## config.mk

```make
export PLATFORM = sky130hd
export DESIGN_NAME = msb_first_bit_packer_flat
export DESIGN_NICKNAME = d
export VERILOG_FILES = /design/src/rtl/msbbp_pkg.sv /design/src/rtl/msbbp_in_if.sv /design/src/rtl/msbbp_out_if.sv /design/src/rtl/msb_first_bit_packer.sv /design/src/rtl/msbbp_front.sv /design/src/rtl/msbbp_queue.sv /design/src/rtl/msbbp_back.sv /design/src/flat_wrapper.sv
export VERILOG_INCLUDE_DIRS = /design/src /design/src/rtl
export SDC_FILE = /design/constraint.sdc
export NUM_CORES = 1
export LEC_CHECK = 0
export BUFFER_PORTS_ARGS = -buffer_cell sky130_fd_sc_hd__buf_4
export CORE_MARGIN = 3
export CORE_UTILIZATION = 62
export CTS_CLUSTER_DIAMETER = 100
export DETAILED_ROUTE_END_ITERATION = 8
export PLACE_DENSITY = 0.89
export SYNTH_ARGS = -nofsm -noshare
export SYNTH_HDL_FRONTEND = slang
export SYNTH_SLANG_ARGS = --single-unit
```

## constraint.sdc

```tcl
create_clock -name clk -period 11.1 [get_ports clk]
set_input_delay 2.22 -clock clk [delete_from_list [all_inputs] [get_ports clk]]
set_output_delay 2.22 -clock clk [all_outputs]
set_load 0.02 [all_outputs]
```

## src/rtl/msb_first_bit_packer_macros.svh

```systemverilog
// Assertion helpers used by the packer's top-level RTL.
// Both expect signals named clk and rst_n in the including scope.
`ifndef MSB_FIRST_BIT_PACKER_MACROS_SVH
`define MSB_FIRST_BIT_PACKER_MACROS_SVH

// The consequent must hold in the same cycle as the antecedent.
`define MSBBP_CHK_NOW(lbl, ante, cons, msg) \
  lbl: assert property (@(posedge clk) disable iff (!rst_n) (ante) |-> (cons)) \
    else $error(msg);

// The consequent must hold in the cycle after the antecedent.
`define MSBBP_CHK_NEXT(lbl, ante, cons, msg) \
  lbl: assert property (@(posedge clk) disable iff (!rst_n) (ante) |=> (cons)) \
    else $error(msg);

`endif

```

## src/rtl/msbbp_pkg.sv

```systemverilog
`timescale 1ns / 1ps
package msbbp_pkg;

  localparam int BYTE_BITS       = 8;
  localparam int FIELD_LIMIT     = 32;
  localparam int QUEUE_DEPTH_DEF = 4;

  // Command codes on the input word; code 3 carries no meaning.
  typedef enum logic [1:0] {
    CMD_WRITE_BITS = 2'd0,
    CMD_WRITE_WORD = 2'd1,
    CMD_FLUSH      = 2'd2
  } cmd_t;

  // Operation kinds held in the queue between front and back.
  typedef enum logic {
    KIND_APPEND = 1'b0,
    KIND_FLUSH  = 1'b1
  } kind_t;

  typedef struct packed {
    kind_t       kind;
    logic [31:0] data;
    logic [5:0]  nbits;
  } entry_t;

  // Status of the back end, seen by the top level.
  typedef struct packed {
    logic       busy;
    logic [2:0] left;
  } back_status_t;

endpackage

```

## src/rtl/msbbp_in_if.sv

```systemverilog
`timescale 1ns / 1ps
interface msbbp_in_if;
  logic        valid;
  logic        ready;
  logic [1:0]  cmd;
  logic [31:0] data_value;
  logic [5:0]  field_bits;

  modport source (output valid, output cmd, output data_value, output field_bits,
                  input ready);
  modport sink (input valid, input cmd, input data_value, input field_bits,
                output ready);
endinterface

```

## src/rtl/msbbp_out_if.sv

```systemverilog
`timescale 1ns / 1ps
interface msbbp_out_if;
  logic       valid;
  logic       ready;
  logic [7:0] out_byte;
  logic       last_of_run;

  modport source (output valid, output out_byte, output last_of_run, input ready);
  modport sink (input valid, input out_byte, input last_of_run, output ready);
endinterface

```

## src/rtl/msb_first_bit_packer.sv

```systemverilog
`timescale 1ns / 1ps
// Bit packer: appends bit fields most significant bit first to a byte stream.
// The input channel in_ch carries one command word per handshake: write the
// low field_bits bits of data_value (counts above 32 act as 32), write
// data_value as four bytes with the least significant byte first, or flush
// the pending bits as one byte padded with zeros on the right.
// The output channel out_ch carries one packed byte per word, with the first
// written bit in bit 7; last_of_run marks the final byte caused by a command.
// A command that completes no byte produces no output word at all.
// With an idle queue and back end, an accepted command passes from the queue
// into the back end's shift register and then the output register before its
// first byte is on out_ch. A command that completes bytes sends them one byte
// per cycle through the output register while out_ch.ready holds, and short
// fields go at one per cycle unless out_ch stalls.
// A short queue decouples input acceptance from byte emission; in_ch.ready
// falls only when that queue is full.
// When out_ch.ready is low the current byte holds and the back end pauses,
// while the queue keeps taking commands until it fills.
// Synchronous reset clears the pending bits, the queue and the output valid
// flag; no output word is valid after reset.
module msb_first_bit_packer #(
  parameter int QUEUE_DEPTH = msbbp_pkg::QUEUE_DEPTH_DEF
) (
  input logic          clk,
  input logic          rst_n,
  msbbp_in_if.sink     in_ch,
  msbbp_out_if.source  out_ch
);

`include "msb_first_bit_packer_macros.svh"

  msbbp_pkg::entry_t       front_entry;
  logic                    front_valid;
  logic                    front_ready;
  msbbp_pkg::entry_t       q_entry;
  logic                    q_valid;
  logic                    q_ready;
  msbbp_pkg::back_status_t back_stat;

  // The front decodes commands; a flush is resolved later, where the pending
  // count is known.
  msbbp_front u_front (
    .in_ch      (in_ch),
    .entry      (front_entry),
    .push_valid (front_valid),
    .push_ready (front_ready)
  );

  msbbp_queue #(
    .DEPTH (QUEUE_DEPTH)
  ) u_queue (
    .clk        (clk),
    .rst_n      (rst_n),
    .push_entry (front_entry),
    .push_valid (front_valid),
    .push_ready (front_ready),
    .pop_entry  (q_entry),
    .pop_valid  (q_valid),
    .pop_ready  (q_ready)
  );

  // The back end takes the next command in the cycle its last byte moves
  // into the output register, so bytes of consecutive commands run gap-free.
  msbbp_back u_back (
    .clk     (clk),
    .rst_n   (rst_n),
    .q_entry (q_entry),
    .q_valid (q_valid),
    .q_ready (q_ready),
    .out_ch  (out_ch),
    .status  (back_stat)
  );

  // With no bytes left in the back end, the byte on show is the last of its run.
  `MSBBP_CHK_NOW(a_last_when_drained, out_ch.valid && !back_stat.busy, out_ch.last_of_run, "byte shown with back end drained is not marked last")

  // Bytes waiting and an empty output register: a byte must appear next cycle.
  `MSBBP_CHK_NEXT(a_fill_output, back_stat.busy && !out_ch.valid, out_ch.valid, "output register not refilled while bytes wait")

  // A stalled receiver freezes the byte count of the back end.
  `MSBBP_CHK_NEXT(a_stall_freezes, back_stat.busy && out_ch.valid && !out_ch.ready, back_stat.left == $past(back_stat.left), "back end advanced under stall")

endmodule

```

## src/rtl/msbbp_front.sv

```systemverilog
`timescale 1ns / 1ps
// Turns each input word into a queue entry: a field to append or a flush.
module msbbp_front (
  msbbp_in_if.sink        in_ch,
  output msbbp_pkg::entry_t entry,
  output logic            push_valid,
  input  logic            push_ready
);

  logic [5:0] nbits_sat;

  assign nbits_sat = (in_ch.field_bits > 6'(msbbp_pkg::FIELD_LIMIT))
                   ? 6'(msbbp_pkg::FIELD_LIMIT) : in_ch.field_bits;

  always_comb begin
    entry.kind  = msbbp_pkg::KIND_APPEND;
    entry.data  = in_ch.data_value;
    entry.nbits = 6'd0;
    unique case (in_ch.cmd)
      msbbp_pkg::CMD_WRITE_BITS: begin
        entry.nbits = nbits_sat;
      end
      msbbp_pkg::CMD_WRITE_WORD: begin
        // Least significant byte goes out first, so it leads the field.
        entry.data  = {in_ch.data_value[7:0], in_ch.data_value[15:8],
                       in_ch.data_value[23:16], in_ch.data_value[31:24]};
        entry.nbits = 6'(msbbp_pkg::FIELD_LIMIT);
      end
      msbbp_pkg::CMD_FLUSH: begin
        entry.kind = msbbp_pkg::KIND_FLUSH;
        entry.data = 32'd0;
      end
      default: begin
        // Unused code: an empty append leaves the state alone.
        entry.nbits = 6'd0;
      end
    endcase
  end

  assign push_valid  = in_ch.valid;
  assign in_ch.ready = push_ready;

endmodule

```

## src/rtl/msbbp_queue.sv

```systemverilog
`timescale 1ns / 1ps
// Small first-in first-out queue of decoded operations.
module msbbp_queue #(
  parameter int DEPTH = msbbp_pkg::QUEUE_DEPTH_DEF
) (
  input  logic              clk,
  input  logic              rst_n,
  input  msbbp_pkg::entry_t push_entry,
  input  logic              push_valid,
  output logic              push_ready,
  output msbbp_pkg::entry_t pop_entry,
  output logic              pop_valid,
  input  logic              pop_ready
);

  localparam int PTR_W = (DEPTH > 1) ? $clog2(DEPTH) : 1;
  localparam int CNT_W = $clog2(DEPTH + 1);

  msbbp_pkg::entry_t mem_r [DEPTH];
  logic [PTR_W-1:0]  wr_ptr_r, wr_ptr_nxt;
  logic [PTR_W-1:0]  rd_ptr_r, rd_ptr_nxt;
  logic [CNT_W-1:0]  count_r, count_nxt;
  logic              do_push, do_pop;

  assign push_ready = (count_r != CNT_W'(DEPTH));
  assign pop_valid  = (count_r != '0);
  assign pop_entry  = mem_r[rd_ptr_r];
  assign do_push    = push_valid && push_ready;
  assign do_pop     = pop_valid && pop_ready;

  always_comb begin
    wr_ptr_nxt = wr_ptr_r;
    rd_ptr_nxt = rd_ptr_r;
    count_nxt  = count_r;
    if (do_push) begin
      wr_ptr_nxt = (wr_ptr_r == PTR_W'(DEPTH - 1)) ? '0 : wr_ptr_r + 1'b1;
    end
    if (do_pop) begin
      rd_ptr_nxt = (rd_ptr_r == PTR_W'(DEPTH - 1)) ? '0 : rd_ptr_r + 1'b1;
    end
    if (do_push && !do_pop) begin
      count_nxt = count_r + 1'b1;
    end else if (do_pop && !do_push) begin
      count_nxt = count_r - 1'b1;
    end
  end

  always_ff @(posedge clk) begin
    if (!rst_n) begin
      wr_ptr_r <= '0;
      rd_ptr_r <= '0;
      count_r  <= '0;
    end else begin
      wr_ptr_r <= wr_ptr_nxt;
      rd_ptr_r <= rd_ptr_nxt;
      count_r  <= count_nxt;
    end
  end

  always_ff @(posedge clk) begin
    if (do_push) begin
      mem_r[wr_ptr_r] <= push_entry;
    end
  end

endmodule

```

## src/rtl/msbbp_back.sv

```systemverilog
`timescale 1ns / 1ps
// Holds the pending bits, merges each operation into them and sends the
// completed bytes out one per cycle, unless out_ch stalls, through an output register.
module msbbp_back (
  input  logic                    clk,
  input  logic                    rst_n,
  input  msbbp_pkg::entry_t       q_entry,
  input  logic                    q_valid,
  output logic                    q_ready,
  msbbp_out_if.source             out_ch,
  output msbbp_pkg::back_status_t status
);

  function automatic logic [6:0] low_mask(input logic [2:0] k);
    logic [7:0] m;
    m = (8'd1 << k) - 8'd1;
    return m[6:0];
  endfunction

  logic [6:0]  pb_r, pb_nxt;
  logic [2:0]  pc_r, pc_nxt;
  logic [31:0] sr_r, sr_nxt;
  logic [2:0]  left_r, left_nxt;
  logic        out_valid_r;
  logic [7:0]  out_byte_r;
  logic        out_last_r;

  logic        is_flush;
  logic [5:0]  n_eff;
  logic [31:0] data_eff;
  logic [5:0]  total;
  logic [2:0]  nbytes;
  logic [2:0]  rem;
  logic [31:0] v_al;
  logic [39:0] v_sh;
  logic [6:0]  p_al;
  logic [39:0] stream;
  logic        emit_go;
  logic        pop;

  // A flush appends just enough zeros to finish the pending byte.
  assign is_flush = (q_entry.kind == msbbp_pkg::KIND_FLUSH);
  assign data_eff = is_flush ? 32'd0 : q_entry.data;
  assign n_eff    = !is_flush ? q_entry.nbits
                  : (pc_r == 3'd0) ? 6'd0
                  : 6'(msbbp_pkg::BYTE_BITS) - {3'd0, pc_r};

  assign total  = {3'd0, pc_r} + n_eff;
  assign nbytes = total[5:3];
  assign rem    = total[2:0];

  // Left-align pending bits and field in a 40-bit window.
  assign v_al   = data_eff << (6'd32 - n_eff);
  assign v_sh   = {v_al, 8'd0} >> pc_r;
  assign p_al   = pb_r << (3'd7 - pc_r);
  assign stream = {p_al, 33'd0} | v_sh;

  assign emit_go = (left_r != 3'd0) && (!out_valid_r || out_ch.ready);
  assign q_ready = (left_r == 3'd0) || ((left_r == 3'd1) && emit_go);
  assign pop     = q_valid && q_ready;

  always_comb begin
    pb_nxt   = pb_r;
    pc_nxt   = pc_r;
    sr_nxt   = sr_r;
    left_nxt = left_r;
    if (pop) begin
      sr_nxt   = stream[39:8];
      left_nxt = nbytes;
      pc_nxt   = rem;
      if (nbytes == 3'd0) begin
        pb_nxt = 7'(pb_r << n_eff[2:0]) | (data_eff[6:0] & low_mask(n_eff[2:0]));
      end else begin
        pb_nxt = data_eff[6:0] & low_mask(rem);
      end
    end else if (emit_go) begin
      sr_nxt   = sr_r << 8;
      left_nxt = left_r - 3'd1;
    end
  end

  always_ff @(posedge clk) begin
    if (!rst_n) begin
      pb_r        <= '0;
      pc_r        <= '0;
      left_r      <= '0;
      out_valid_r <= 1'b0;
    end else begin
      pb_r   <= pb_nxt;
      pc_r   <= pc_nxt;
      left_r <= left_nxt;
      if (emit_go) begin
        out_valid_r <= 1'b1;
      end else if (out_ch.ready) begin
        out_valid_r <= 1'b0;
      end
    end
  end

  always_ff @(posedge clk) begin
    sr_r <= sr_nxt;
    if (emit_go) begin
      out_byte_r <= sr_r[31:24];
      out_last_r <= (left_r == 3'd1);
    end
  end

  assign out_ch.valid       = out_valid_r;
  assign out_ch.out_byte    = out_byte_r;
  assign out_ch.last_of_run = out_last_r;

  assign status.busy = (left_r != 3'd0);
  assign status.left = left_r;

endmodule
```

## src/flat_wrapper.sv

```systemverilog
// flat-port wrapper written by rule: the top's interface ports become plain ports
module msb_first_bit_packer_flat 
#(
  parameter int QUEUE_DEPTH = msbbp_pkg::QUEUE_DEPTH_DEF
)
  (clk, rst_n, in_ch_valid, in_ch_cmd, in_ch_data_value, in_ch_field_bits, in_ch_ready, out_ch_valid, out_ch_out_byte, out_ch_last_of_run, out_ch_ready);
  msbbp_in_if in_ch_i ();
  msbbp_out_if out_ch_i ();
  input logic clk;
  input logic rst_n;
  input wire logic [$bits(in_ch_i.valid)-1:0] in_ch_valid;
  input wire logic [$bits(in_ch_i.cmd)-1:0] in_ch_cmd;
  input wire logic [$bits(in_ch_i.data_value)-1:0] in_ch_data_value;
  input wire logic [$bits(in_ch_i.field_bits)-1:0] in_ch_field_bits;
  output wire logic [$bits(in_ch_i.ready)-1:0] in_ch_ready;
  output wire logic [$bits(out_ch_i.valid)-1:0] out_ch_valid;
  output wire logic [$bits(out_ch_i.out_byte)-1:0] out_ch_out_byte;
  output wire logic [$bits(out_ch_i.last_of_run)-1:0] out_ch_last_of_run;
  input wire logic [$bits(out_ch_i.ready)-1:0] out_ch_ready;
  assign in_ch_i.valid = in_ch_valid;
  assign in_ch_i.cmd = in_ch_cmd;
  assign in_ch_i.data_value = in_ch_data_value;
  assign in_ch_i.field_bits = in_ch_field_bits;
  assign in_ch_ready = in_ch_i.ready;
  assign out_ch_valid = out_ch_i.valid;
  assign out_ch_out_byte = out_ch_i.out_byte;
  assign out_ch_last_of_run = out_ch_i.last_of_run;
  assign out_ch_i.ready = out_ch_ready;
  msb_first_bit_packer #(.QUEUE_DEPTH(QUEUE_DEPTH)) u_core (.clk(clk), .rst_n(rst_n), .in_ch(in_ch_i), .out_ch(out_ch_i));
endmodule
```

==> metrics.md <==
| Metric | Value |
|---|---|
| Result of the run | `finished clean` |
| Unique cell type count in the Yosys netlist | `between 70 and 80` |
| Number of remaining DRC errors | `0` |
| Floorplan die area | `22500 µm²` |
| Final std cells w/o fill | `1424` |
| Total clock buffers created by CTS | `23` |
| Endpoint of the worst setup timing path | `u_core.u_back.sr_r[27]` |
| Width of the die | `about 150 µm` |
| CTS Sinks | `220` |
| Seq/Total Area, Yosys | `about half` |
| Post-synth top area cell | `edfxtp_1` |
| Most frequent standard cell in the layout excluding fill and tap cells | `edfxtp_1` |
| VDD IR-drop max | `0.191 mV` |
| Hold buffer count at cts | `0` |
| Length of routed wiring on met1 | `about 14000 µm` |
| Final weighted congestion in routability-driven placement | `1.00` |
| Most used flip-flop cell after synthesis | `edfxtp_1` |
| Count of port buffers added during placement | `54` |
| Total routed wirelength | `~35000 µm` |
| Clk Latency, worst-skew pair | `~530 ps` |
| Sequence of cells on the critical path | `buf_4 -> clkinv_1 -> ha_1 -> ha_1 -> mux2i_1 -> ha_1 -> clkinv_1 -> and2_0 -> a22o_1 -> or2_1 -> mux2_2 -> a22oi_1 -> a2bb2oi_1 -> mux2i_1 -> a221o_1` |
| Adder and majority gate portion of the synthesized area | `2.35%` |
| Normalized max-slew margin | `between 20% and 30%` |
| All-layer global routing usage | `30.9%` |
| Setup repair after global routing missed its margin | `false` |
| Fraction of the mapped netlist area in compound gates | `roughly 16%` |
| Type of the worst setup path | `reg2reg` |
| Uppermost signal routing layer after detailed routing | `met4` |
| Dominant combinational cell family by area after synthesis | `multiplexers` |
| R2R Path End | `u_core.u_back.sr_r[27]` |
| Rows | `52` |
| Highest achievable clock rate | `around 0.14 GHz` |
| Net count, final | `between 1000 and 1500` |
| Initial standard-cell utilization of the core | `~63%` |
| Worst setup path startpoint | `u_core.u_back.pc_r[0]` |
| Detailed-route via count | `9914` |
| Slowest cell on the critical path | `clkinv_1` |
| Clock slew at the register clock pins of the worst setup and hold paths | `60 ps` |
| Pre-CTS WS | `between 4000 and 5000 ps` |
| Portion of the clock cycle consumed by the worst path in the final layout | `65.2%` |
| Xor and xnor fraction of the mapped netlist area | `less than 1%` |
| Reported leakage power | `~5.1 nW` |
| EDFF count, synth | `197` |
| Largest net degree at the start of global routing | `70` |
| Register-to-register setup slack | `between 3000 and 4000 ps` |
| Worst-margin pin slew | `1070 ps` |
| Core area | `approximately 20000 µm²` |
| TritonCTS clock tree | `done` |
| Buffers inserted during post-CTS setup optimization | `0` |
| Post-synthesis instance area | `about 13000 µm²` |
| Worst min path class | `reg2reg` |
| Worst flop-to-flop path startpoint | `u_core.u_back.pc_r[0]` |
| Cell depth of the worst flop-to-flop path | `15` |
| Delay contributed by the slowest stage of the critical path | `around 830 ps` |
| Req. time, crit path | `about 11000 ps` |
| Crit path DAT | `7520 ps` |
| CTS resizes | `0` |
| Num ports | `between 50 and 60` |
| Number of hold-slack violations in the final timing report | `0` |
| Number of routed nets with antenna violations | `0` |
| Worst hold path startpoint | `u_core.u_back.sr_r[31]` |
| Number of setup violations in the final report | `0` |
| Detailed route wirelength on metal3 | `between 2000 and 3000 µm` |
| Met2 wire len | `~17000 µm` |
| Ranking of synthesized cells by area | `edfxtp_1 46%, mux4_2 7.7%, mux2i_1 6.3%` |
| CTS root buffer | `clkbuf_16` |
| Wire length per cell after detailed routing | `24.4 µm` |
| Area Growth Syn to Fin | `10.1%` |
| Initial DRT Pass Iterations | `8` |
| Mean post-synth cell area | `roughly 11 µm²` |
| Antenna Diode Count | `0` |
| Total placed cells including tap cells | `1383` |
| Wire length of the first global-routing pass | `about 54000 µm` |
| Commonest non-fill, non-tap cells in the layout | `197 x edfxtp_1, 100 x nand2_1, 81 x mux2i_1, 75 x nor2_1, 63 x buf_4` |
| Number of nets produced by synthesis | `between 1000 and 1500` |
| Crit Path Max Fanout | `53` |
| Final period demand of the worst path | `around 7200 ps` |
| Number of levels in the clock H-tree | `1` |
| Initial antenna violation count | `0` |
| Synth async-reset ratio | `0%` |
| Worst setup slack after layout | `roughly 3900 ps` |
| Number of standard cells after synthesis | `roughly 1100` |
| DP Wirelength | `approximately 24000 µm` |
| Initial DRC count | `approximately 1200` |
| Crit-path most repeated cell | `ha_1` |
| Yosys warns | `0` |
| Power Density | `between 300 and 400 nW/µm²` |
| Number of pins with negative max-slew slack in the final report | `0` |
| Number of global-route vias before repair | `~9500` |
| Fraction of post-synthesis cell area in the top cell type by area | `45.9%` |
| Simple-gate portion of the synthesized area | `11.0%` |
| Fraction of final layout cells sized beyond drive strength 1 | `16.8%` |
| Final worst clock skew | `roughly 8.6 ps` |
| Routed via count divided by cell count | `a little under 7` |
| Max-cap violations | `0` |
| GRT overflow | `0` |
| Number of flip-flops and latches in the synthesized netlist | `220` |
| Share of cell area taken by muxes after synthesis | `around 16%` |
| Crit path launch type | `flip-flop` |
| Die Y | `~150 µm` |
| Longest Clk Path Bufs | `3` |
| Endpoint type of the worst setup path | `flip-flop` |
| Setup_tns | `0 ps` |
-- report_power, final --
group / leakage, nW / switching, W / internal [W]
clock: 0.396 / 0.000326 / 0.000505
combinational: 2.61 / 0.00189 / 0.00103
sequential: 2.07 / 0.0000905 / 0.00113
total: 5.08 / 0.00231 / 0.00266
-- worst max-delay path, delay by kind of cell, from the launching register on --
family	cells	cell delay, ps
adders and majority gates	3	1460
muxes	3	1060
buffers and inverters	3	1930
DFF	1	330
AOI/OAI and AO/OA	4	1360
and+or+nand+nor	2	830
-- cells by family after synthesis --
| group | Yosys count |
|---|---|
| XOR/XNOR | 14 |
| AO/OA/AOI/OAI | 288 |
| flip-flops | 220 |
| AND/OR/NAND/NOR | 299 |
| adder cells (fa/ha/maj) | 23 |
| buffers and inverters | 126 |
| multiplexers | 152 |
-- registers in the layout, summed over array words and instances, names as in the netlist, named ones only --
signal,cells
u_core.u_queue.wr_ptr_r,2
u_core.u_back.out_ch.last_of_run,1
u_core.u_back.out_ch.out_byte,8
u_core.u_back.pc_r,3
u_core.u_queue.rd_ptr_r,2
u_core.u_queue.count_r,3
u_core.u_back.left_r,3
u_core.u_back.out_ch.valid,1
u_core.u_queue.mem_r,156
u_core.u_back.pb_r,7
u_core.u_back.sr_r,32
-- layer usage --
| layer | GRT usage (%) | up-vias |
|---|---|---|
| met5 | 0 | - |
| met4 | 11.2 | 0 |
| met3 | 4.43 | 120 |
| met2 | 51.7 | 589 |
| met1 | 41.6 | 4812 |
| li1 | - | 4393 |
-- cell usage after synthesis (7+ instances only) --
library cell,count
o22ai_1,21
dfxtp_1,23
o221ai_1,14
mux4_2,44
nor3_1,29
a221oi_1,8
a22oi_1,30
a21oi_1,45
a221o_1,7
nand2_1,100
mux2i_1,81
nand3_1,25
a22o_1,8
nand2b_1,10
clkbuf_1,41
buf_2,12
o21ai_0,53
and2_1,11
inv_1,49
buf_1,10
xor2_1,8
a31oi_1,8
o211ai_1,14
nor2b_1,9
mux2_2,25
nor2_1,75
ha_1,21
a211oi_1,22
edfxtp_1,197
-- per-stage QoR --
step / hold WS [ps] / cell area [µm²] / utilization, % / total power, W
detailed placement: 406 / 13400 / 65.9 / 0.00405
floorplan: 400 / 12900 / - / 0.00332
global placement: 403 / 13400 / 65.9 / 0.00401
finish: 418 / 14200 / 69.9 / 0.00497
CTS: 420 / 14200 / 69.9 / 0.00490
global route: 430 / 14200 / 69.9 / 0.00523
-- area by class of cell --
type / instances / area (µm²)
Clock inverter: 15 / 218
Clock buffer: 26 / 597
Multi-Input combinational cell: 776 / 5980
Timing Repair Buffer: 63 / 473
Inverter: 54 / 203
Tap cell: 270 / 338
Sequential cell: 220 / 6380
Fill cell: 1387 / 6120
-- how the worst min path moves through the flow --
stage / endpoint / depth (start not counted) / slack, ps
after floorplan: u_core.u_back.out_ch.out_byte[0] / 0 / 400
after global placement: u_core.u_back.out_ch.out_byte[5] / 0 / 400
after detailed placement: u_core.u_back.out_ch.out_byte[7] / 0 / 410
after CTS: u_core.u_back.out_ch.out_byte[7] / 0 / 420
after global routing: u_core.u_back.out_ch.out_byte[6] / 0 / 430
final: u_core.u_back.out_ch.out_byte[7] / 0 / 420
No activity file was read; power rests on OpenSTA's default activity.
